### src/atc_pkg.sv
// ----------------------------------------------------------------------------
// atc_pkg: shared types and constants of the averaging thermostat controller
// Field widths, register map, reset values and the transaction structs that
// travel between the front, back and output parts.
// ----------------------------------------------------------------------------
package atc_pkg;

   localparam int TEMP_W   = 9;
   localparam int KIND_W   = 2;
   localparam int TICKS_W  = 16;

   localparam int WINDOW_LEN_DEF = 10;
   localparam int ADC_BITS_DEF   = 10;

   localparam logic [TEMP_W-1:0]  TEMP_MAX  = 9'd511;
   localparam logic [TEMP_W-1:0]  STEP      = 9'd5;
   localparam logic [TICKS_W-1:0] TICKS_MAX = 16'hFFFF;

   // register reset values
   localparam logic [TEMP_W-1:0]  MARGIN_RST           = 9'd5;
   localparam logic [TEMP_W-1:0]  MIN_SETPOINT_RST     = 9'd35;
   localparam logic [TEMP_W-1:0]  MAX_SETPOINT_RST     = 9'd75;
   localparam logic [TEMP_W-1:0]  INITIAL_SETPOINT_RST = 9'd60;
   localparam logic [TICKS_W-1:0] TIMEOUT_RST          = 16'd50;

   // configuration port
   localparam int REG_IDX_W  = 3;
   localparam int ADDR_W     = REG_IDX_W + 2;
   localparam int CSR_DATA_W = 32;

   typedef enum logic [REG_IDX_W-1:0] {
      REG_MARGIN           = 3'd0,
      REG_MIN_SETPOINT     = 3'd1,
      REG_MAX_SETPOINT     = 3'd2,
      REG_INITIAL_SETPOINT = 3'd3,
      REG_SETTING_TIMEOUT  = 3'd4
   } reg_index_type;

   // item kinds on the request channel
   localparam logic [KIND_W-1:0] KIND_SAMPLE = 2'd0;
   localparam logic [KIND_W-1:0] KIND_UP     = 2'd1;
   localparam logic [KIND_W-1:0] KIND_DOWN   = 2'd2;
   localparam logic [KIND_W-1:0] KIND_TICK   = 2'd3;

   typedef enum logic [1:0] {
      OP_SAMPLE,
      OP_UP,
      OP_DOWN,
      OP_TICK
   } op_type;

   typedef enum logic {
      MODE_RUN = 1'b0,
      MODE_SET = 1'b1
   } mode_type;

   typedef enum logic [1:0] {
      LED_OFF    = 2'd0,
      LED_STEADY = 2'd1,
      LED_BLINK  = 2'd2
   } led_type;

   // command queue between front and back
   localparam int QUEUE_DEPTH = 2;
   localparam int QUEUE_PTR_W = $clog2(QUEUE_DEPTH);
   localparam int QUEUE_CNT_W = $clog2(QUEUE_DEPTH + 1);

   typedef struct packed {
      op_type            op;
      logic [TEMP_W-1:0] temp;
   } cmd_type;

   typedef struct packed {
      logic [TEMP_W-1:0]  margin;
      logic [TEMP_W-1:0]  min_setpoint;
      logic [TEMP_W-1:0]  max_setpoint;
      logic [TEMP_W-1:0]  initial_setpoint;
      logic [TICKS_W-1:0] setting_timeout;
   } cfg_type;

   typedef struct packed {
      mode_type          mode;
      logic [TEMP_W-1:0] setpoint;
      logic [TEMP_W-1:0] latest_temp;
   } snap_type;

   typedef struct packed {
      logic              mode;
      logic              heater_on;
      logic              cooler_on;
      led_type           led_mode;
      logic [TEMP_W-1:0] display_value;
      logic              display_blink;
      logic [TEMP_W-1:0] average_temp;
   } result_type;

endpackage

### src/atc_front.sv
// ----------------------------------------------------------------------------
// atc_front: request intake and classification
// Decodes the item kind, halves and clamps the converter reading, and holds
// the classified commands in a short queue for the back part.
// ----------------------------------------------------------------------------
module atc_front #(
   parameter int ADC_BITS = atc_pkg::ADC_BITS_DEF
) (
   input  logic                        clock,
   input  logic                        reset,
   input  logic                        req_valid,
   output logic                        req_stall,
   input  logic [atc_pkg::KIND_W-1:0]  req_kind,
   input  logic [ADC_BITS-1:0]         req_adc_value,
   output logic                        cmd_valid,
   output atc_pkg::cmd_type            cmd,
   input  logic                        cmd_take
);

   localparam int HALF_W = ADC_BITS + atc_pkg::TEMP_W;

   logic [HALF_W-1:0]                 half;
   atc_pkg::cmd_type                  cls;
   atc_pkg::cmd_type                  queue_ff [atc_pkg::QUEUE_DEPTH];
   logic [atc_pkg::QUEUE_PTR_W-1:0]   wr_ptr_ff, wr_ptr_in;
   logic [atc_pkg::QUEUE_PTR_W-1:0]   rd_ptr_ff, rd_ptr_in;
   logic [atc_pkg::QUEUE_CNT_W-1:0]   count_ff, count_in;
   logic                              push;
   logic                              pop;

   assign half = HALF_W'(req_adc_value) >> 1;

   always_comb begin
      cls.temp = (half > HALF_W'(atc_pkg::TEMP_MAX)) ? atc_pkg::TEMP_MAX
                                                      : half[atc_pkg::TEMP_W-1:0];
      case (req_kind)
         atc_pkg::KIND_SAMPLE: cls.op = atc_pkg::OP_SAMPLE;
         atc_pkg::KIND_UP:     cls.op = atc_pkg::OP_UP;
         atc_pkg::KIND_DOWN:   cls.op = atc_pkg::OP_DOWN;
         atc_pkg::KIND_TICK:   cls.op = atc_pkg::OP_TICK;
         default:              cls.op = atc_pkg::OP_TICK;
      endcase
   end

   assign req_stall = (count_ff == atc_pkg::QUEUE_CNT_W'(atc_pkg::QUEUE_DEPTH));
   assign push      = req_valid && !req_stall;
   assign cmd_valid = (count_ff != '0);
   assign pop       = cmd_valid && cmd_take;
   assign cmd       = queue_ff[rd_ptr_ff];

   always_comb begin
      wr_ptr_in = wr_ptr_ff;
      rd_ptr_in = rd_ptr_ff;
      if (push) begin
         wr_ptr_in = (wr_ptr_ff == atc_pkg::QUEUE_PTR_W'(atc_pkg::QUEUE_DEPTH - 1))
                     ? '0 : wr_ptr_ff + 1'b1;
      end
      if (pop) begin
         rd_ptr_in = (rd_ptr_ff == atc_pkg::QUEUE_PTR_W'(atc_pkg::QUEUE_DEPTH - 1))
                     ? '0 : rd_ptr_ff + 1'b1;
      end
      count_in = count_ff + atc_pkg::QUEUE_CNT_W'(push) - atc_pkg::QUEUE_CNT_W'(pop);
   end

   always_ff @(posedge clock) begin
      if (reset) begin
         wr_ptr_ff <= '0;
         rd_ptr_ff <= '0;
         count_ff  <= '0;
      end else begin
         wr_ptr_ff <= wr_ptr_in;
         rd_ptr_ff <= rd_ptr_in;
         count_ff  <= count_in;
      end
   end

   always_ff @(posedge clock) begin
      if (push) begin
         queue_ff[wr_ptr_ff] <= cls;
      end
   end

endmodule

### src/atc_back.sv
// ----------------------------------------------------------------------------
// atc_back: thermostat state update
// Carries out one queued command per cycle unless the output part holds off:
// ring and running sum upkeep in run mode, setpoint stepping and timeout in
// set mode, and registers a post-command state snapshot for the output part.
// ----------------------------------------------------------------------------
module atc_back #(
   parameter int WINDOW_LEN = atc_pkg::WINDOW_LEN_DEF
) (
   input  logic                                              clock,
   input  logic                                              reset,
   input  atc_pkg::cfg_type                                  cfg,
   input  logic                                              cmd_valid,
   input  atc_pkg::cmd_type                                  cmd,
   output logic                                              cmd_take,
   output logic                                              snap_valid,
   output atc_pkg::snap_type                                 snap,
   output logic [atc_pkg::TEMP_W+$clog2(WINDOW_LEN)-1:0]     snap_sum,
   input  logic                                              snap_ready
);

   localparam int SUM_W  = atc_pkg::TEMP_W + $clog2(WINDOW_LEN);
   localparam int SLOT_W = $clog2(WINDOW_LEN);
   localparam int TW     = atc_pkg::TEMP_W;

   atc_pkg::mode_type          mode_ff, mode_in;
   logic [TW-1:0]              setpoint_ff, setpoint_in;
   logic [atc_pkg::TICKS_W-1:0] ticks_ff, ticks_in, ticks_inc;
   logic [SLOT_W-1:0]          slot_ff, slot_in;
   logic                       primed_ff, primed_in;
   logic [SUM_W-1:0]           sum_ff, sum_in;
   logic [TW-1:0]              latest_ff, latest_in;
   logic [TW-1:0]              ring_ff [WINDOW_LEN];
   logic [TW-1:0]              ring_rd;
   logic [TW:0]                setpoint_up;
   logic                       pop;
   logic                       is_sample;
   logic                       fill_all;
   logic                       wr_one;
   logic                       snap_valid_ff;
   atc_pkg::snap_type          snap_ff;
   logic [SUM_W-1:0]           snap_sum_ff;

   assign cmd_take   = !snap_valid_ff || snap_ready;
   assign pop        = cmd_valid && cmd_take;
   assign is_sample  = pop && (mode_ff == atc_pkg::MODE_RUN) && (cmd.op == atc_pkg::OP_SAMPLE);
   assign fill_all   = is_sample && !primed_ff;
   assign wr_one     = is_sample && primed_ff;
   assign ring_rd    = ring_ff[slot_ff];
   assign ticks_inc  = (ticks_ff == atc_pkg::TICKS_MAX) ? ticks_ff : ticks_ff + 1'b1;
   assign setpoint_up = {1'b0, setpoint_ff} + {1'b0, atc_pkg::STEP};

   // mode sequencing
   always_comb begin
      mode_in = mode_ff;
      if (pop) begin
         case (mode_ff)
            atc_pkg::MODE_RUN: begin
               if (cmd.op inside {atc_pkg::OP_UP, atc_pkg::OP_DOWN}) begin
                  mode_in = atc_pkg::MODE_SET;
               end
            end
            atc_pkg::MODE_SET: begin
               if (cmd.op == atc_pkg::OP_TICK && ticks_inc >= cfg.setting_timeout) begin
                  mode_in = atc_pkg::MODE_RUN;
               end
            end
            default: mode_in = atc_pkg::MODE_RUN;
         endcase
      end
   end

   // datapath updates
   always_comb begin
      setpoint_in = setpoint_ff;
      ticks_in    = ticks_ff;
      slot_in     = slot_ff;
      primed_in   = primed_ff;
      sum_in      = sum_ff;
      latest_in   = latest_ff;
      if (pop) begin
         case (mode_ff)
            atc_pkg::MODE_RUN: begin
               case (cmd.op)
                  atc_pkg::OP_SAMPLE: begin
                     latest_in = cmd.temp;
                     if (!primed_ff) begin
                        // first sample fills the whole window
                        sum_in    = SUM_W'(cmd.temp) * SUM_W'(WINDOW_LEN);
                        slot_in   = '0;
                        primed_in = 1'b1;
                     end else begin
                        sum_in  = sum_ff - SUM_W'(ring_rd) + SUM_W'(cmd.temp);
                        slot_in = (slot_ff == SLOT_W'(WINDOW_LEN - 1)) ? '0
                                                                        : slot_ff + 1'b1;
                     end
                  end
                  atc_pkg::OP_UP,
                  atc_pkg::OP_DOWN: ticks_in = '0;
                  default: ;
               endcase
            end
            atc_pkg::MODE_SET: begin
               case (cmd.op)
                  atc_pkg::OP_UP: begin
                     if (setpoint_ff < cfg.max_setpoint) begin
                        setpoint_in = (setpoint_up > {1'b0, atc_pkg::TEMP_MAX})
                                      ? atc_pkg::TEMP_MAX : setpoint_up[TW-1:0];
                     end
                     ticks_in = '0;
                  end
                  atc_pkg::OP_DOWN: begin
                     if (setpoint_ff > cfg.min_setpoint) begin
                        setpoint_in = (setpoint_ff >= atc_pkg::STEP)
                                      ? setpoint_ff - atc_pkg::STEP : '0;
                     end
                     ticks_in = '0;
                  end
                  atc_pkg::OP_TICK: begin
                     ticks_in = (ticks_inc >= cfg.setting_timeout) ? '0 : ticks_inc;
                  end
                  default: ;
               endcase
            end
            default: ;
         endcase
      end
   end

   always_ff @(posedge clock) begin
      if (reset) begin
         mode_ff       <= atc_pkg::MODE_RUN;
         setpoint_ff   <= atc_pkg::INITIAL_SETPOINT_RST;
         ticks_ff      <= '0;
         slot_ff       <= '0;
         primed_ff     <= 1'b0;
         sum_ff        <= '0;
         latest_ff     <= '0;
         snap_valid_ff <= 1'b0;
      end else begin
         mode_ff     <= mode_in;
         setpoint_ff <= setpoint_in;
         ticks_ff    <= ticks_in;
         slot_ff     <= slot_in;
         primed_ff   <= primed_in;
         sum_ff      <= sum_in;
         latest_ff   <= latest_in;
         if (cmd_take) begin
            snap_valid_ff <= cmd_valid;
         end
      end
   end

   always_ff @(posedge clock) begin
      for (int i = 0; i < WINDOW_LEN; i++) begin
         if (fill_all || (wr_one && slot_ff == SLOT_W'(i))) begin
            ring_ff[i] <= cmd.temp;
         end
      end
      if (pop) begin
         snap_ff.mode        <= mode_in;
         snap_ff.setpoint    <= setpoint_in;
         snap_ff.latest_temp <= latest_in;
         snap_sum_ff         <= sum_in;
      end
   end

   assign snap_valid = snap_valid_ff;
   assign snap       = snap_ff;
   assign snap_sum   = snap_sum_ff;

   a_slot_range: assert property (@(posedge clock) disable iff (reset)
      slot_ff <= SLOT_W'(WINDOW_LEN - 1))
      else $error("write slot beyond window");

   a_press_enters_set: assert property (@(posedge clock) disable iff (reset)
      pop && mode_ff == atc_pkg::MODE_RUN &&
      (cmd.op == atc_pkg::OP_UP || cmd.op == atc_pkg::OP_DOWN)
      |=> mode_ff == atc_pkg::MODE_SET)
      else $error("press in run mode did not enter set mode");

   a_primed_sticky: assert property (@(posedge clock) disable iff (reset)
      primed_ff |=> primed_ff)
      else $error("ring lost its primed flag");

   a_setpoint_hold: assert property (@(posedge clock) disable iff (reset)
      !(pop && mode_ff == atc_pkg::MODE_SET) |=> $stable(setpoint_ff))
      else $error("setpoint moved outside set mode");

   a_sum_before_prime: assert property (@(posedge clock) disable iff (reset)
      !primed_ff |-> sum_ff == '0)
      else $error("running sum nonzero before first sample");

endmodule

### src/atc_out.sv
// ----------------------------------------------------------------------------
// atc_out: averaging and heat/cool decision
// Divides the running sum by the window length through a reciprocal multiply,
// then compares the setpoint with the dead band and registers the result.
// ----------------------------------------------------------------------------
module atc_out #(
   parameter int WINDOW_LEN = atc_pkg::WINDOW_LEN_DEF
) (
   input  logic                                              clock,
   input  logic                                              reset,
   input  logic [atc_pkg::TEMP_W-1:0]                        margin,
   input  logic                                              snap_valid,
   input  atc_pkg::snap_type                                 snap,
   input  logic [atc_pkg::TEMP_W+$clog2(WINDOW_LEN)-1:0]     snap_sum,
   output logic                                              snap_ready,
   output logic                                              rsp_valid,
   input  logic                                              rsp_stall,
   output atc_pkg::result_type                               result
);

   localparam int TW        = atc_pkg::TEMP_W;
   localparam int SUM_W     = TW + $clog2(WINDOW_LEN);
   localparam int AVG_SHIFT = SUM_W + $clog2(WINDOW_LEN);
   localparam int RECIP_W   = SUM_W + 1;
   localparam int PROD_W    = SUM_W + RECIP_W;
   // exact for every sum below 2**SUM_W
   localparam int RECIP     = ((1 << AVG_SHIFT) + WINDOW_LEN - 1) / WINDOW_LEN;

   logic [PROD_W-1:0]    product;
   logic                 a_valid_ff;
   atc_pkg::snap_type    a_snap_ff;
   logic [TW-1:0]        a_avg_ff;
   logic                 a_ready;
   logic                 b_ready;
   logic [TW:0]          avg_plus_margin;
   logic [TW:0]          setpoint_plus_margin;
   logic                 cool_side;
   logic                 heat_side;
   atc_pkg::result_type  res_in;
   atc_pkg::result_type  res_ff;
   logic                 rsp_valid_ff;

   assign product    = PROD_W'(snap_sum) * PROD_W'(RECIP);
   assign b_ready    = !rsp_valid_ff || !rsp_stall;
   assign a_ready    = !a_valid_ff || b_ready;
   assign snap_ready = a_ready;

   // setpoint against mean plus or minus margin, kept unsigned
   assign avg_plus_margin      = {1'b0, a_avg_ff} + {1'b0, margin};
   assign setpoint_plus_margin = {1'b0, a_snap_ff.setpoint} + {1'b0, margin};
   assign cool_side            = {1'b0, a_snap_ff.setpoint} < avg_plus_margin;
   assign heat_side            = setpoint_plus_margin > {1'b0, a_avg_ff};

   always_comb begin
      res_in.mode          = (a_snap_ff.mode == atc_pkg::MODE_SET);
      res_in.display_blink = (a_snap_ff.mode == atc_pkg::MODE_SET);
      res_in.display_value = (a_snap_ff.mode == atc_pkg::MODE_SET)
                             ? a_snap_ff.setpoint : a_snap_ff.latest_temp;
      res_in.average_temp  = a_avg_ff;
      res_in.heater_on     = 1'b0;
      res_in.cooler_on     = 1'b0;
      res_in.led_mode      = atc_pkg::LED_OFF;
      if (a_snap_ff.mode == atc_pkg::MODE_RUN) begin
         if (cool_side && !heat_side) begin
            res_in.cooler_on = 1'b1;
            res_in.led_mode  = atc_pkg::LED_STEADY;
         end else if (heat_side && !cool_side) begin
            res_in.heater_on = 1'b1;
            res_in.led_mode  = atc_pkg::LED_BLINK;
         end
      end
   end

   always_ff @(posedge clock) begin
      if (reset) begin
         a_valid_ff   <= 1'b0;
         rsp_valid_ff <= 1'b0;
      end else begin
         if (a_ready) begin
            a_valid_ff <= snap_valid;
         end
         if (b_ready) begin
            rsp_valid_ff <= a_valid_ff;
         end
      end
   end

   always_ff @(posedge clock) begin
      if (snap_valid && a_ready) begin
         a_snap_ff <= snap;
         a_avg_ff  <= product[AVG_SHIFT +: TW];
      end
      if (a_valid_ff && b_ready) begin
         res_ff <= res_in;
      end
   end

   assign rsp_valid = rsp_valid_ff;
   assign result    = res_ff;

endmodule

### src/averaging_thermostat_controller.sv
// ----------------------------------------------------------------------------
// averaging_thermostat_controller: moving-average bang-bang thermostat
// Request channel (req_valid/req_stall) carries one item per transaction:
// a converter sample, an up or down press, or a time tick. Every accepted
// transaction yields exactly one result on the rsp_ channel, in order, with
// the mode, heater and cooler drive, led mode, display value and blink, and
// the truncated mean of the sample window.
// A request passes the command queue and the snapshot, averaging and output
// registers on its way to rsp_valid. One transaction per cycle is sustained
// while rsp_stall is low: the back part updates all state as it takes each
// command and the mean comes from a registered reciprocal multiply stage.
// A 2-entry queue parts intake from state update; req_stall rises only when
// it is full, behind held output, averaging and snapshot registers.
// Reset (synchronous, active high) clears all control state, loads register
// reset values and sets the setpoint to 60; no clearing pass is needed.
// The csr_ port is APB-style with pready tied high; registers sit at 4*index
// and must be written only while no transaction is in flight.
// ----------------------------------------------------------------------------
module averaging_thermostat_controller #(
   parameter int WINDOW_LEN = atc_pkg::WINDOW_LEN_DEF,
   parameter int ADC_BITS   = atc_pkg::ADC_BITS_DEF
) (
   input  logic                              clock,
   input  logic                              reset,
   input  logic                              req_valid,
   output logic                              req_stall,
   input  logic [atc_pkg::KIND_W-1:0]        req_kind,
   input  logic [ADC_BITS-1:0]               req_adc_value,
   output logic                              rsp_valid,
   input  logic                              rsp_stall,
   output logic                              rsp_mode,
   output logic                              rsp_heater_on,
   output logic                              rsp_cooler_on,
   output logic [1:0]                        rsp_led_mode,
   output logic [atc_pkg::TEMP_W-1:0]        rsp_display_value,
   output logic                              rsp_display_blink,
   output logic [atc_pkg::TEMP_W-1:0]        rsp_average_temp,
   input  logic                              csr_psel,
   input  logic                              csr_penable,
   input  logic                              csr_pwrite,
   input  logic [atc_pkg::ADDR_W-1:0]        csr_paddr,
   input  logic [atc_pkg::CSR_DATA_W-1:0]    csr_pwdata,
   output logic [atc_pkg::CSR_DATA_W-1:0]    csr_prdata,
   output logic                              csr_pready
);

   localparam int SUM_W = atc_pkg::TEMP_W + $clog2(WINDOW_LEN);

   atc_pkg::cfg_type                 cfg_ff;
   logic                             csr_write;
   logic [atc_pkg::REG_IDX_W-1:0]    csr_index;
   logic                             cmd_valid;
   atc_pkg::cmd_type                 cmd;
   logic                             cmd_take;
   logic                             snap_valid;
   atc_pkg::snap_type                snap;
   logic [SUM_W-1:0]                 snap_sum;
   logic                             snap_ready;
   atc_pkg::result_type              result;

   // configuration registers
   assign csr_pready = 1'b1;
   assign csr_index  = csr_paddr[atc_pkg::ADDR_W-1:2];
   assign csr_write  = csr_psel && csr_penable && csr_pwrite && csr_pready;

   always_ff @(posedge clock) begin
      if (reset) begin
         cfg_ff.margin           <= atc_pkg::MARGIN_RST;
         cfg_ff.min_setpoint     <= atc_pkg::MIN_SETPOINT_RST;
         cfg_ff.max_setpoint     <= atc_pkg::MAX_SETPOINT_RST;
         cfg_ff.initial_setpoint <= atc_pkg::INITIAL_SETPOINT_RST;
         cfg_ff.setting_timeout  <= atc_pkg::TIMEOUT_RST;
      end else if (csr_write) begin
         case (csr_index)
            atc_pkg::REG_MARGIN:
               cfg_ff.margin <= csr_pwdata[atc_pkg::TEMP_W-1:0];
            atc_pkg::REG_MIN_SETPOINT:
               cfg_ff.min_setpoint <= csr_pwdata[atc_pkg::TEMP_W-1:0];
            atc_pkg::REG_MAX_SETPOINT:
               cfg_ff.max_setpoint <= csr_pwdata[atc_pkg::TEMP_W-1:0];
            atc_pkg::REG_INITIAL_SETPOINT:
               cfg_ff.initial_setpoint <= csr_pwdata[atc_pkg::TEMP_W-1:0];
            atc_pkg::REG_SETTING_TIMEOUT:
               cfg_ff.setting_timeout <= csr_pwdata[atc_pkg::TICKS_W-1:0];
            default: ;
         endcase
      end
   end

   always_comb begin
      case (csr_index)
         atc_pkg::REG_MARGIN:
            csr_prdata = atc_pkg::CSR_DATA_W'(cfg_ff.margin);
         atc_pkg::REG_MIN_SETPOINT:
            csr_prdata = atc_pkg::CSR_DATA_W'(cfg_ff.min_setpoint);
         atc_pkg::REG_MAX_SETPOINT:
            csr_prdata = atc_pkg::CSR_DATA_W'(cfg_ff.max_setpoint);
         atc_pkg::REG_INITIAL_SETPOINT:
            csr_prdata = atc_pkg::CSR_DATA_W'(cfg_ff.initial_setpoint);
         atc_pkg::REG_SETTING_TIMEOUT:
            csr_prdata = atc_pkg::CSR_DATA_W'(cfg_ff.setting_timeout);
         default:
            csr_prdata = '0;
      endcase
   end

   atc_front #(
      .ADC_BITS (ADC_BITS)
   ) u_front (
      .clock         (clock),
      .reset         (reset),
      .req_valid     (req_valid),
      .req_stall     (req_stall),
      .req_kind      (req_kind),
      .req_adc_value (req_adc_value),
      .cmd_valid     (cmd_valid),
      .cmd           (cmd),
      .cmd_take      (cmd_take)
   );

   atc_back #(
      .WINDOW_LEN (WINDOW_LEN)
   ) u_back (
      .clock      (clock),
      .reset      (reset),
      .cfg        (cfg_ff),
      .cmd_valid  (cmd_valid),
      .cmd        (cmd),
      .cmd_take   (cmd_take),
      .snap_valid (snap_valid),
      .snap       (snap),
      .snap_sum   (snap_sum),
      .snap_ready (snap_ready)
   );

   atc_out #(
      .WINDOW_LEN (WINDOW_LEN)
   ) u_out (
      .clock      (clock),
      .reset      (reset),
      .margin     (cfg_ff.margin),
      .snap_valid (snap_valid),
      .snap       (snap),
      .snap_sum   (snap_sum),
      .snap_ready (snap_ready),
      .rsp_valid  (rsp_valid),
      .rsp_stall  (rsp_stall),
      .result     (result)
   );

   assign rsp_mode          = result.mode;
   assign rsp_heater_on     = result.heater_on;
   assign rsp_cooler_on     = result.cooler_on;
   assign rsp_led_mode      = result.led_mode;
   assign rsp_display_value = result.display_value;
   assign rsp_display_blink = result.display_blink;
   assign rsp_average_temp  = result.average_temp;

endmodule
### config.mk
export PLATFORM = sky130hd
export DESIGN_NAME = averaging_thermostat_controller
export DESIGN_NICKNAME = d
export VERILOG_FILES = /design/src/atc_pkg.sv /design/src/atc_front.sv /design/src/atc_back.sv /design/src/atc_out.sv /design/src/averaging_thermostat_controller.sv
export SDC_FILE = /design/constraint.sdc
export NUM_CORES = 1
export LEC_CHECK = 0
export BUFFER_PORTS_ARGS = -buffer_cell sky130_fd_sc_hd__clkbuf_2
export CAP_MARGIN = 40
export CORE_UTILIZATION = 56
export DETAILED_ROUTE_END_ITERATION = 7
export HOLD_SLACK_MARGIN = 0.1
export PLACE_DENSITY = 0.79
export SLEW_MARGIN = 40
export SYNTH_ARGS = -nofsm -noshare
export SYNTH_HDL_FRONTEND = slang
export SYNTH_HIERARCHICAL = 1
export SYNTH_SLANG_ARGS = --single-unit
### constraint.sdc
create_clock -name clock -period 4.8 [get_ports clock]
set_input_delay 0.24 -clock clock [delete_from_list [all_inputs] [get_ports clock]]
set_output_delay 0.24 -clock clock [all_outputs]
set_load 0.02 [all_outputs]
## Word-level counts from Yosys, hierarchy flattened

Memory sizes are Yosys's and may differ from the RTL's. A register that Yosys moved wholly into a read port is not among the register bits.
Index checks and enable logic that the tools add are counted.

- Flip-flop bits (word level): 195
- Input bits: 56
- RAM bits: 112
- Memories: 2
- Word-level logic and storage cells: 201

- Bitwise logic cells: 1
- Order comparisons: 8
- Reductions and logical operators: 59
- Mux-type cells: 61
- $add $sub $neg: 12
- $mul: 2
- Equal/unequal tests: 23

Memories:

| name | words | bits a word | rd ports | clocked after memory_dff | wr ports | RTL line | text |
|---|---|---|---|---|---|---|---|
| u_back.ring_ff | 10 | 9 | 1 | 1 | 10 | atc_back.sv:33 | `logic [TW-1:0] ring_ff [WINDOW_LEN];` |
| u_front.queue_ff | 2 | 11 | 1 | 1 | 1 | atc_front.sv:24 | `atc_pkg::cmd_type queue_ff [atc_pkg::QUEUE_DEPTH];` |

Operator list:

| kind | count |
|---|---|
| 9-bit 2-to-1 mux | 11 |
| 16-bit one-hot mux with 5 select lines | 1 |
| 16-bit one-hot mux with 2 select lines | 2 |
| 13-bit 2-to-1 mux | 4 |
| 16-bit 2-to-1 mux | 3 |
| 1-bit 2-to-1 mux | 32 |
| 13-bit by 12-bit multiplier with 24-bit output, second input constant | 1 |
| 1-bit logical AND | 23 |
| 9-bit by 9-bit adder with 10-bit output | 2 |
| 9-bit one-hot mux with 2 select lines | 1 |
| 16-bit by 1-bit adder with 16-bit output, second input constant | 1 |
| 16-bit == test, second input constant | 1 |
| 4-bit by 3-bit == test with 1-bit output, second input constant | 4 |
| 16-bit greater-or-equal comparator | 1 |
| 4-bit 2-to-1 mux | 4 |
| 13-bit by 9-bit adder with 13-bit output | 1 |
| 1-bit logical OR | 13 |
| 13-bit by 9-bit subtractor with 13-bit output | 1 |
| 9-bit by 3-bit multiplier with 12-bit output, second input constant | 1 |
| 9-bit by 3-bit adder with 10-bit output, second input constant | 1 |
| 2-bit == test, second input constant | 5 |
| 10-bit by 9-bit > comparator with 1-bit output | 1 |
| 10-bit by 9-bit > comparator with 1-bit output, second input constant | 1 |
| 9-bit by 10-bit less-than comparator with 1-bit output | 1 |
| 30 further kinds | 50 |

## Longest topological paths before layout

Gate-level depths: netlist of the first run.

- Word-level depth: 12
- Depth in mapped cells: 16

## Hierarchy

The synthesis of the first run kept the hierarchy.

By module, submodules not included:

| module | area an instance (um^2) | instances | cells each | sequential area each (um^2) |
|---|---|---|---|---|
| atc_back | 9840.7 | 1 | 907 | 4824.6 |
| atc_out | 5531.6 | 1 | 508 | 1511.4 |
| averaging_thermostat_controller | 2668.8 | 1 | 279 | 1041.0 |
| atc_front | 1067.3 | 1 | 72 | 760.7 |

## Worst setup path before layout of the first run

OpenSTA, ideal clock, no wires.

- Kind: flip-flop to flip-flop
- Start point: register u_back.snap_sum_ff[3] (netlist: u_back/snap_sum[3])
- End point: register u_out.a_avg_ff[7], data pin
- Required time: 4537 ps
- Arrival: 4251 ps
- Stages on the path, launching flop included: 16
- Slack: 286 ps
- Setup time: 263 ps
- Buffers on the path: 0
- Path through: edfxtp_1 -> ha_1 -> inv_1 -> fa_1 -> inv_1 -> fa_1 -> inv_1 -> fa_1 -> fa_1 -> inv_1 -> ha_1 -> a21o_1 -> a32oi_2 -> nand2_2 -> o41ai_2 -> xnor2_1

- Longest elaborated chain between the ends: 1

Ends and longest elaborated chain:

| item | RTL line | text |
|---|---|---|
| start, declared | atc_back.sv:42 | `logic [SUM_W-1:0] snap_sum_ff;` |
| start signal, assigned | atc_back.sv:164 | `snap_sum_ff <= sum_in;` |
| 13-bit by 12-bit multiplier with 24-bit output | atc_out.sv:43 | `assign product = PROD_W'(snap_sum) * PROD_W'(RECIP);` |
| via u_out.product[24] | atc_out.sv:29 | `logic [PROD_W-1:0] product;` |
| end signal, assigned | atc_out.sv:91 | `a_avg_ff <= product[AVG_SHIFT +: TW];` |
| end, declared | atc_out.sv:32 | `logic [TW-1:0] a_avg_ff;` |

The timed path passes the listed nets, and every way through them passes these cells.
A chain may end at the register's enable or synchronous reset.

## Final worst setup path of the first run

- Start point: register u_back.snap_sum_ff[2] (netlist: u_back/snap_sum[2])
- End point: register u_out.a_avg_ff[5], data pin

Same word-level chain as after synthesis.

==> results of run 1 <==
placed cells by master, fill, tap and decap left out, types with 31 or more instances in the layout:
cell type / count
sky130_fd_sc_hd__nand2_1: 81
sky130_fd_sc_hd__dfxtp_1: 115
sky130_fd_sc_hd__edfxtp_1: 193
sky130_fd_sc_hd__inv_1: 193
sky130_fd_sc_hd__ha_1: 184
sky130_fd_sc_hd__nor2b_1: 46
sky130_fd_sc_hd__mux2i_1: 65
sky130_fd_sc_hd__a21oi_1: 88
sky130_fd_sc_hd__clkbuf_2: 77
sky130_fd_sc_hd__nand2b_1: 61
sky130_fd_sc_hd__nor2_1: 86
sky130_fd_sc_hd__fa_1: 54
sky130_fd_sc_hd__xnor2_1: 40
sky130_fd_sc_hd__o21ai_0: 54
sky130_fd_sc_hd__clkbuf_16: 31
repair_timing:
item | 4_1_cts | 5_1_grt
hold buffers | 29 | 0
hold endpoints to repair | 73 | 0
gates resized for setup | 0 | 15
setup buffers | 0 | 10
endpoints found under the setup margin | 0 | 10
cell type report:
type,count,area (sq um),share of cell area
inverter,194,728.2,0.03410
timing repair buffer,138,932.1,0.04365
clock inverter,21,226.5,0.01060
clock buffer,37,798.3,0.03738
sequential,310,8140,0.3812
tap,448,560.5,0.02625
multi-input combinational,1181,9970,0.4668
kinds of logic (layout without fill, tap and decap cells):
| family | count (synthesis) | in the layout | share of synthesized area |
|---|---|---|---|
| multiplexers | 113 | 113 | 0.07294 |
| adder cells (fa/ha/maj) | 245 | 245 | 0.1816 |
| AND/OR/NAND/NOR | 416 | 416 | 0.1156 |
| AO/OA/AOI/OAI | 334 | 334 | 0.1144 |
| XOR/XNOR | 56 | 56 | 0.02567 |
| flip-flops | 310 | 310 | 0.4259 |
| other | 2 | 17 | 0.0003930 |
| buffers and inverters | 290 | 390 | 0.06351 |
sequential cells by signal, summed over array words and instances, names as in the netlist, 2 cells and up, named ones only:
name / cells
u_back/ring_ff: 90
cfg_ff: 52
u_front/queue_ff: 22
u_out/result: 21
u_back/snap: 19
u_out/a_snap_ff: 19
u_back/ticks_ff: 16
u_back/snap_sum: 13
u_back/sum_ff: 13
u_back/latest_ff: 9
u_back/setpoint_ff: 9
u_out/a_avg_ff: 9
u_back/slot_ff: 4
u_front/count_ff: 2
critical path, stage by stage (launching register included):
cell                       delay (ns)
sky130_fd_sc_hd__edfxtp_1        0.51
sky130_fd_sc_hd__ha_4            0.33
sky130_fd_sc_hd__inv_1           0.05
sky130_fd_sc_hd__fa_1            0.50
sky130_fd_sc_hd__inv_1           0.06
sky130_fd_sc_hd__fa_1            0.51
sky130_fd_sc_hd__fa_1            0.56
sky130_fd_sc_hd__inv_1           0.06
sky130_fd_sc_hd__fa_1            0.53
sky130_fd_sc_hd__inv_1           0.07
sky130_fd_sc_hd__ha_4            0.28
sky130_fd_sc_hd__a21oi_1         0.09
sky130_fd_sc_hd__o21a_1          0.22
sky130_fd_sc_hd__a21boi_1        0.15
sky130_fd_sc_hd__a311oi_1        0.24
sky130_fd_sc_hd__o22ai_1         0.14
sky130_fd_sc_hd__xnor2_1         0.14
per-stage QoR:
step | cell area [sq um] | setup TNS [ns] | hold WS, ns | util | std cells
3_5_place_dp | 19840 | 0 | 0.4045 | 0.5917 | 2231
5_1_grt | 21360 | -0.1497 | 0.1769 | 0.6369 | 2329
4_1_cts | 21160 | 0 | 0.1428 | 0.6309 | 2318
2_1_floorplan | 19160 | 0 | 0.3091 | - | 1781
6_report | 21360 | 0 | 0.1737 | 0.6369 | 2329
3_3_place_gp | 19800 | 0 | 0.4023 | 0.5905 | 2231
routing by layer:
layer	vias up	GRT usage	part of all wire
li1	6407	-	-
met1	6437	0.3139	0.44
met2	408	0.4047	0.48
met3	88	0.03404	0.054
met4	0	0.06841	0.028
met5	-	0	0
synth_stat cells (all sizes together) (40+ instances only):
| library cell | count |
|---|---|
| xnor2 | 40 |
| fa | 54 |
| nor2 | 88 |
| nand2 | 83 |
| edfxtp | 193 |
| dfxtp | 117 |
| a21oi | 104 |
| nor2b | 46 |
| inv | 194 |
| o21ai | 56 |
| clkbuf | 58 |
| nand2b | 62 |
| ha | 191 |
| mux2i | 65 |
worst max-delay path by stage:
| stage | endpoint | slack (ns) | cells after the start |
|---|---|---|---|
| final | u_out/a_avg_ff[5] | 0.14 | 16 |
| after global routing | u_out/a_avg_ff[2] | -0.04 | 15 |
| after CTS | u_out/a_avg_ff[5] | 0.01 | 16 |
| after detailed placement | u_out/a_avg_ff[5] | 0.05 | 16 |
| after global placement | u_out/a_avg_ff[7] | 0.14 | 15 |
| after floorplan | u_out/a_avg_ff[7] | 0.29 | 15 |
==> flow_summary.ini, run 1 <==
[run_status]
run_status = finished clean

[grt]
antenna_found_initial = 0
grt.overflow.total = 0
first_global_vias = 13440
grt_pass1_wl_mm = 67.23
grt_start_max_net_pins = 81
grt_use_total = 0.2370

[synth]
synth_sequential_area_ratio = 0.4259
synth_area_sq_um = 19110
post-synth-top-area-fraction = 0.3033
netlist_top_cells_area = sky130_fd_sc_hd__edfxtp_1, sky130_fd_sc_hd__ha_1, sky130_fd_sc_hd__dfxtp_1
yosys_register_bits = 310
synthDominantAreaCellType = sky130_fd_sc_hd__edfxtp_1
ys_async_sr_fraction = 0
avgSynthCellArea_sq_um = 10.82
synth.distinct_cells = 80
yosys_warnings = 6
cells_after_synthesis = 1766
synth-edff-count = 193
ys_dominant_reg_cell = sky130_fd_sc_hd__edfxtp_1

[setup_path]
regToRegSetupSlack_ns = 0.14
critical_path.max_fanout = 4
r2r_cells = 16
r2r_end = u_out/a_avg_ff[5]
critical_path_arrival_ns = 4.98
crit_path_start = u_back/snap_sum[2]
r2r-start = u_back/snap_sum[2]
worst-setup-path-type = flip-flop to flip-flop
critPathLaunchType = flip-flop
sort_of_element_at_the_end_of_the_critical_path = flip-flop
timing.critical_path.required_ns = 5.12

[drt]
drt_first_pass_iters = 5
final_antenna_net_count = 0
routed_wl_mm = 41.11
vias = 13340
vias_per_cell = 5.728
wl_per_cell_microns = 17.65
drc_errors = 0
drtIter0Drc = 977

[floorplan]
die_height_microns = 186.7
floorplan.rows = 67
floorplan.initialDensity = 0.5699
die_w_microns = 186.7
ioPinCount = 115
die_ar_sq_um = 34860
core-area_sq_um = 33530

[place]
routability_congestion = 0.8868
dpl_worst_slack_ns = 0.05007
port_buffers = 78
hpwl_mm = 29.70

[layout]
area_delta_synth_final_pct = 11.76
num_antenna_cells = 0
final_nets = 2157
post_route_cells_drive_above_1_share = 0.1366
fillers = 2586

[job]
maxCapViolCount = 0

[timing]
final_min_period_over_clock_period = 0.9708
post-route-worst-setup-slack_ns = 0.1400
worst_margin_pin_slew_ns = 0.7714
max_freq_mhz = 214.6
finalMaxSlewViolations = 0
timing.final.setup_violations = 0
final_hold_vio_count = 0
slew-limit-headroom = 0.4819
rsz0062_at_grt = yes
finalWorstPathRequiredPeriod_ns = 4.660
clock_skew_ns = 0.01044

[clocking]
clkTransAtPathRegs_ns = 0.06
clock_buffer_depth = 3
cts_num_sinks = 310
htreeDepth = 1
clkLatencyLatePin_ns = 0.57
clock_tree.root_cell = sky130_fd_sc_hd__clkbuf_16
cts_tree = built
cts_made_buffers = 31

[hold_path]
min_path_type = input port to flip-flop
hold_path_end = u_back/mode_ff
worstHoldStart = reset
min_delay_path_depth = 2
Power of run 1 is not shown: default switching activity piles up to over one toggle a cycle in this logic, so the estimate is an artifact.
==> run 2, diff against run 1 <==
--- a/config.mk
+++ b/config.mk
@@ -10,9 +10,8 @@
 export CORE_UTILIZATION = 56
 export DETAILED_ROUTE_END_ITERATION = 7
 export HOLD_SLACK_MARGIN = 0.1
-export PLACE_DENSITY = 0.79
+export PLACE_DENSITY = 0.82
 export SLEW_MARGIN = 40
 export SYNTH_ARGS = -nofsm -noshare
 export SYNTH_HDL_FRONTEND = slang
-export SYNTH_HIERARCHICAL = 1
 export SYNTH_SLANG_ARGS = --single-unit
==> run 2 against run 1 <==
  * Via count is 0.56% higher
  * Synthesized cell count is 0.91% lower
  * Sequential cell count stayed put
  * Sequential share of layout area is 0.33 points higher
  * Critical endpoint is now u_out.a_avg_ff[7]
  * Fmax is 2.4% lower
  * Largest cell class unchanged
  * Utilization is 1.1 points higher
  * Hold slack better by 0.019 ns
==> flow_summary.ini, run 2 <==
[synth]
post-synth-top-area-fraction = 0.3104
yosys_register_bits = 310
synth_top_cells_by_count = sky130_fd_sc_hd__inv_1, sky130_fd_sc_hd__edfxtp_1, sky130_fd_sc_hd__ha_1, sky130_fd_sc_hd__nand2_1, sky130_fd_sc_hd__a21oi_1
synthDominantAreaCellType = sky130_fd_sc_hd__edfxtp_1
synth-edff-count = 193
avgSynthCellArea_sq_um = 10.67
synth.distinct_cells = 73
cells_after_synthesis = 1750
yosys_warnings = 0
ys_async_sr_fraction = 0
yosysMostFrequentCell = sky130_fd_sc_hd__inv_1
netlist_top_cells_area = sky130_fd_sc_hd__edfxtp_1, sky130_fd_sc_hd__ha_1, sky130_fd_sc_hd__dfxtp_1
synth_sequential_area_ratio = 0.4358
ys_dominant_reg_cell = sky130_fd_sc_hd__edfxtp_1
synth_area_sq_um = 18670

[timing]
timing.final.setup_violations = 0
fin_tns_setup_ns = 0
finalWorstPathRequiredPeriod_ns = 4.774
finalMaxSlewViolations = 0
fin_worst_hold_slack_ns = 0.1929
max_freq_mhz = 209.5
rsz0062_at_grt = yes
final_hold_vio_count = 0
clock_skew_ns = 0.02152
slew-limit-headroom = 0.4644
worst_margin_pin_slew_ns = 0.8035
final_min_period_over_clock_period = 0.9945

[layout]
final_cell_mix = sky130_fd_sc_hd__inv_1, sky130_fd_sc_hd__edfxtp_1, sky130_fd_sc_hd__ha_1
final_nets = 2163
post_route_cells_drive_above_1_share = 0.1284
layout.cells.most_common = sky130_fd_sc_hd__inv_1
area_delta_synth_final_pct = 13.38
post_route_non_filler_standard_cell_count = 2327
num_antenna_cells = 0
max_flop_register = u_back.ring_ff
top_regs = u_back.ring_ff x90, cfg_ff x52, u_front.queue_ff x22
flip_flop_count_of_the_largest_register_all_copies_and_words_added = 90

[setup_path]
critical_path_arrival_ns = 5.07
sort_of_element_at_the_end_of_the_critical_path = flip-flop
r2r_cells = 17
crit_path_start = u_back.snap_sum[3]
worst-setup-path-type = flip-flop to flip-flop
critical_path.max_fanout = 5
critPathLaunchType = flip-flop
r2r_end = u_out.a_avg_ff[7]
regToRegSetupSlack_ns = 0.03
critical_path.endpoint = u_out.a_avg_ff[7]
timing.critical_path.required_ns = 5.10
r2r-start = u_back.snap_sum[3]

[clocking]
htreeDepth = 1
cts_made_buffers = 30
clock_buffer_depth = 3
cts_num_sinks = 310
clock_tree.root_cell = sky130_fd_sc_hd__clkbuf_16
clkLatencyLatePin_ns = 0.57
clkTransAtPathRegs_ns = 0.07
cts_tree = built

[floorplan]
core-area_sq_um = 32700
ioPinCount = 115
floorplan.initialDensity = 0.5710
floorplan.rows = 66
die_height_microns = 184.6
die_w_microns = 184.6
die_ar_sq_um = 34080

[hold_path]
min_delay_path_depth = 2
min_path_type = input port to flip-flop

[grt]
grt_use_total = 0.2533
first_global_vias = 13380
grt_start_max_net_pins = 58
grt_pass1_wl_mm = 67.27
antenna_found_initial = 0
grt.overflow.total = 0

[job]
maxCapViolCount = 0

[place]
dpl.cell_count = 2238
hpwl_mm = 31.53
port_buffers = 78
routability_congestion = 0.9007

[drt]
final_antenna_net_count = 0
wl_per_cell_microns = 18.38
drc_errors = 0
drtIter0Drc = 854
vias_per_cell = 5.765
vias = 13420
drt_first_pass_iters = 5
routed_wl_mm = 42.77

[run_status]
run_status = finished clean
## run 2: cell count changes in the layout (fill, tap and decap cells not counted), sizes merged, moves of 7 or more
cell | before | now
a211o | 5 | 16
a21o | 27 | 20
a21oi | 104 | 118
a22oi | 20 | 3
and3 | 20 | 13
buf | 32 | 55
clkbuf | 114 | 121
inv | 196 | 204
mux2 | 30 | 15
nand2 | 83 | 119
nand2b | 62 | 10
nor2 | 88 | 102
o21ai | 56 | 46
## run 2: critical path, cell delays in order (launching register included)
cell,delay [ns]
sky130_fd_sc_hd__edfxtp_1,0.49
sky130_fd_sc_hd__ha_4,0.33
sky130_fd_sc_hd__inv_2,0.03
sky130_fd_sc_hd__fa_1,0.49
sky130_fd_sc_hd__inv_2,0.04
sky130_fd_sc_hd__fa_1,0.45
sky130_fd_sc_hd__fa_1,0.51
sky130_fd_sc_hd__inv_2,0.04
sky130_fd_sc_hd__fa_1,0.47
sky130_fd_sc_hd__inv_1,0.04
sky130_fd_sc_hd__ha_1,0.26
sky130_fd_sc_hd__o21a_1,0.18
sky130_fd_sc_hd__o211a_1,0.22
sky130_fd_sc_hd__a22o_1,0.24
sky130_fd_sc_hd__a21o_1,0.20
sky130_fd_sc_hd__a41oi_4,0.21
sky130_fd_sc_hd__o21bai_1,0.13
sky130_fd_sc_hd__xor2_1,0.17
## run 2: worst min path at each step
stage / from / end / slack (ns)
after floorplan: csr_pwdata[1] / cfg_ff[35] / 0.36
after detailed placement: u_back.snap[13] / u_out.a_snap_ff[13] / 0.40
final: reset / cfg_ff[42] / 0.19
after CTS: reset / cfg_ff[42] / 0.18
after global placement: u_back.snap[1] / u_out.a_snap_ff[1] / 0.40
after global routing: reset / cfg_ff[24] / 0.20
## run 2: per-stage QoR
stage                     instance area (sq um)  utilization  setup WS, ns
after floorplan                           18740            -       0.02249
after detailed placement                  19670       0.6014       -0.1516
after global placement                    19660       0.6011      -0.03253
after global routing                      21170       0.6474       -0.1493
final                                     21170       0.6474       0.02623
after CTS                                 21060       0.6441      -0.05460
## run 2: per-layer routing
metal  track usage  vias to the layer above  share of wire
met5             0                        -              0
met3       0.03003                       82          0.053
met2        0.4598                      454           0.50
met4       0.08333                        0          0.030
li1              -                     6373              -
met1        0.3108                     6506           0.41
## run 2: layout make-up
type	count	area (sq um)
Clock buffer	44	917.1
Clock inverter	12	145.1
Fill cell	2392	11530
Inverter	202	758.2
Multi-Input combinational cell	1156	9533
Sequential cell	310	8139
Tap cell	442	553.0
Timing Repair Buffer	161	1125
## run 2: timing repair
item,CTS,global route
endpoints found under the setup margin,6,8
buffers inserted,0,4
pin swaps,21,17
hold endpoints to repair,77,0
hold buffers,29,0
gates resized for setup,8,14
cloned,0,0
## run 2: cells by family (layout without fill, tap and decap cells)
family                   Yosys count  in the layout  synth area share
adder cells (fa/ha/maj)          246            246            0.1866
buffers and inverters            299            419           0.06487
AO/OA/AOI/OAI                    324            324            0.1126
multiplexers                      92             92           0.06239
flip-flops                       310            310            0.4358
AND/OR/NAND/NOR                  422            422            0.1116
other                              2             17         0.0004022
XOR/XNOR                          55             55           0.02580
Power of run 2 is left out for the same reason.
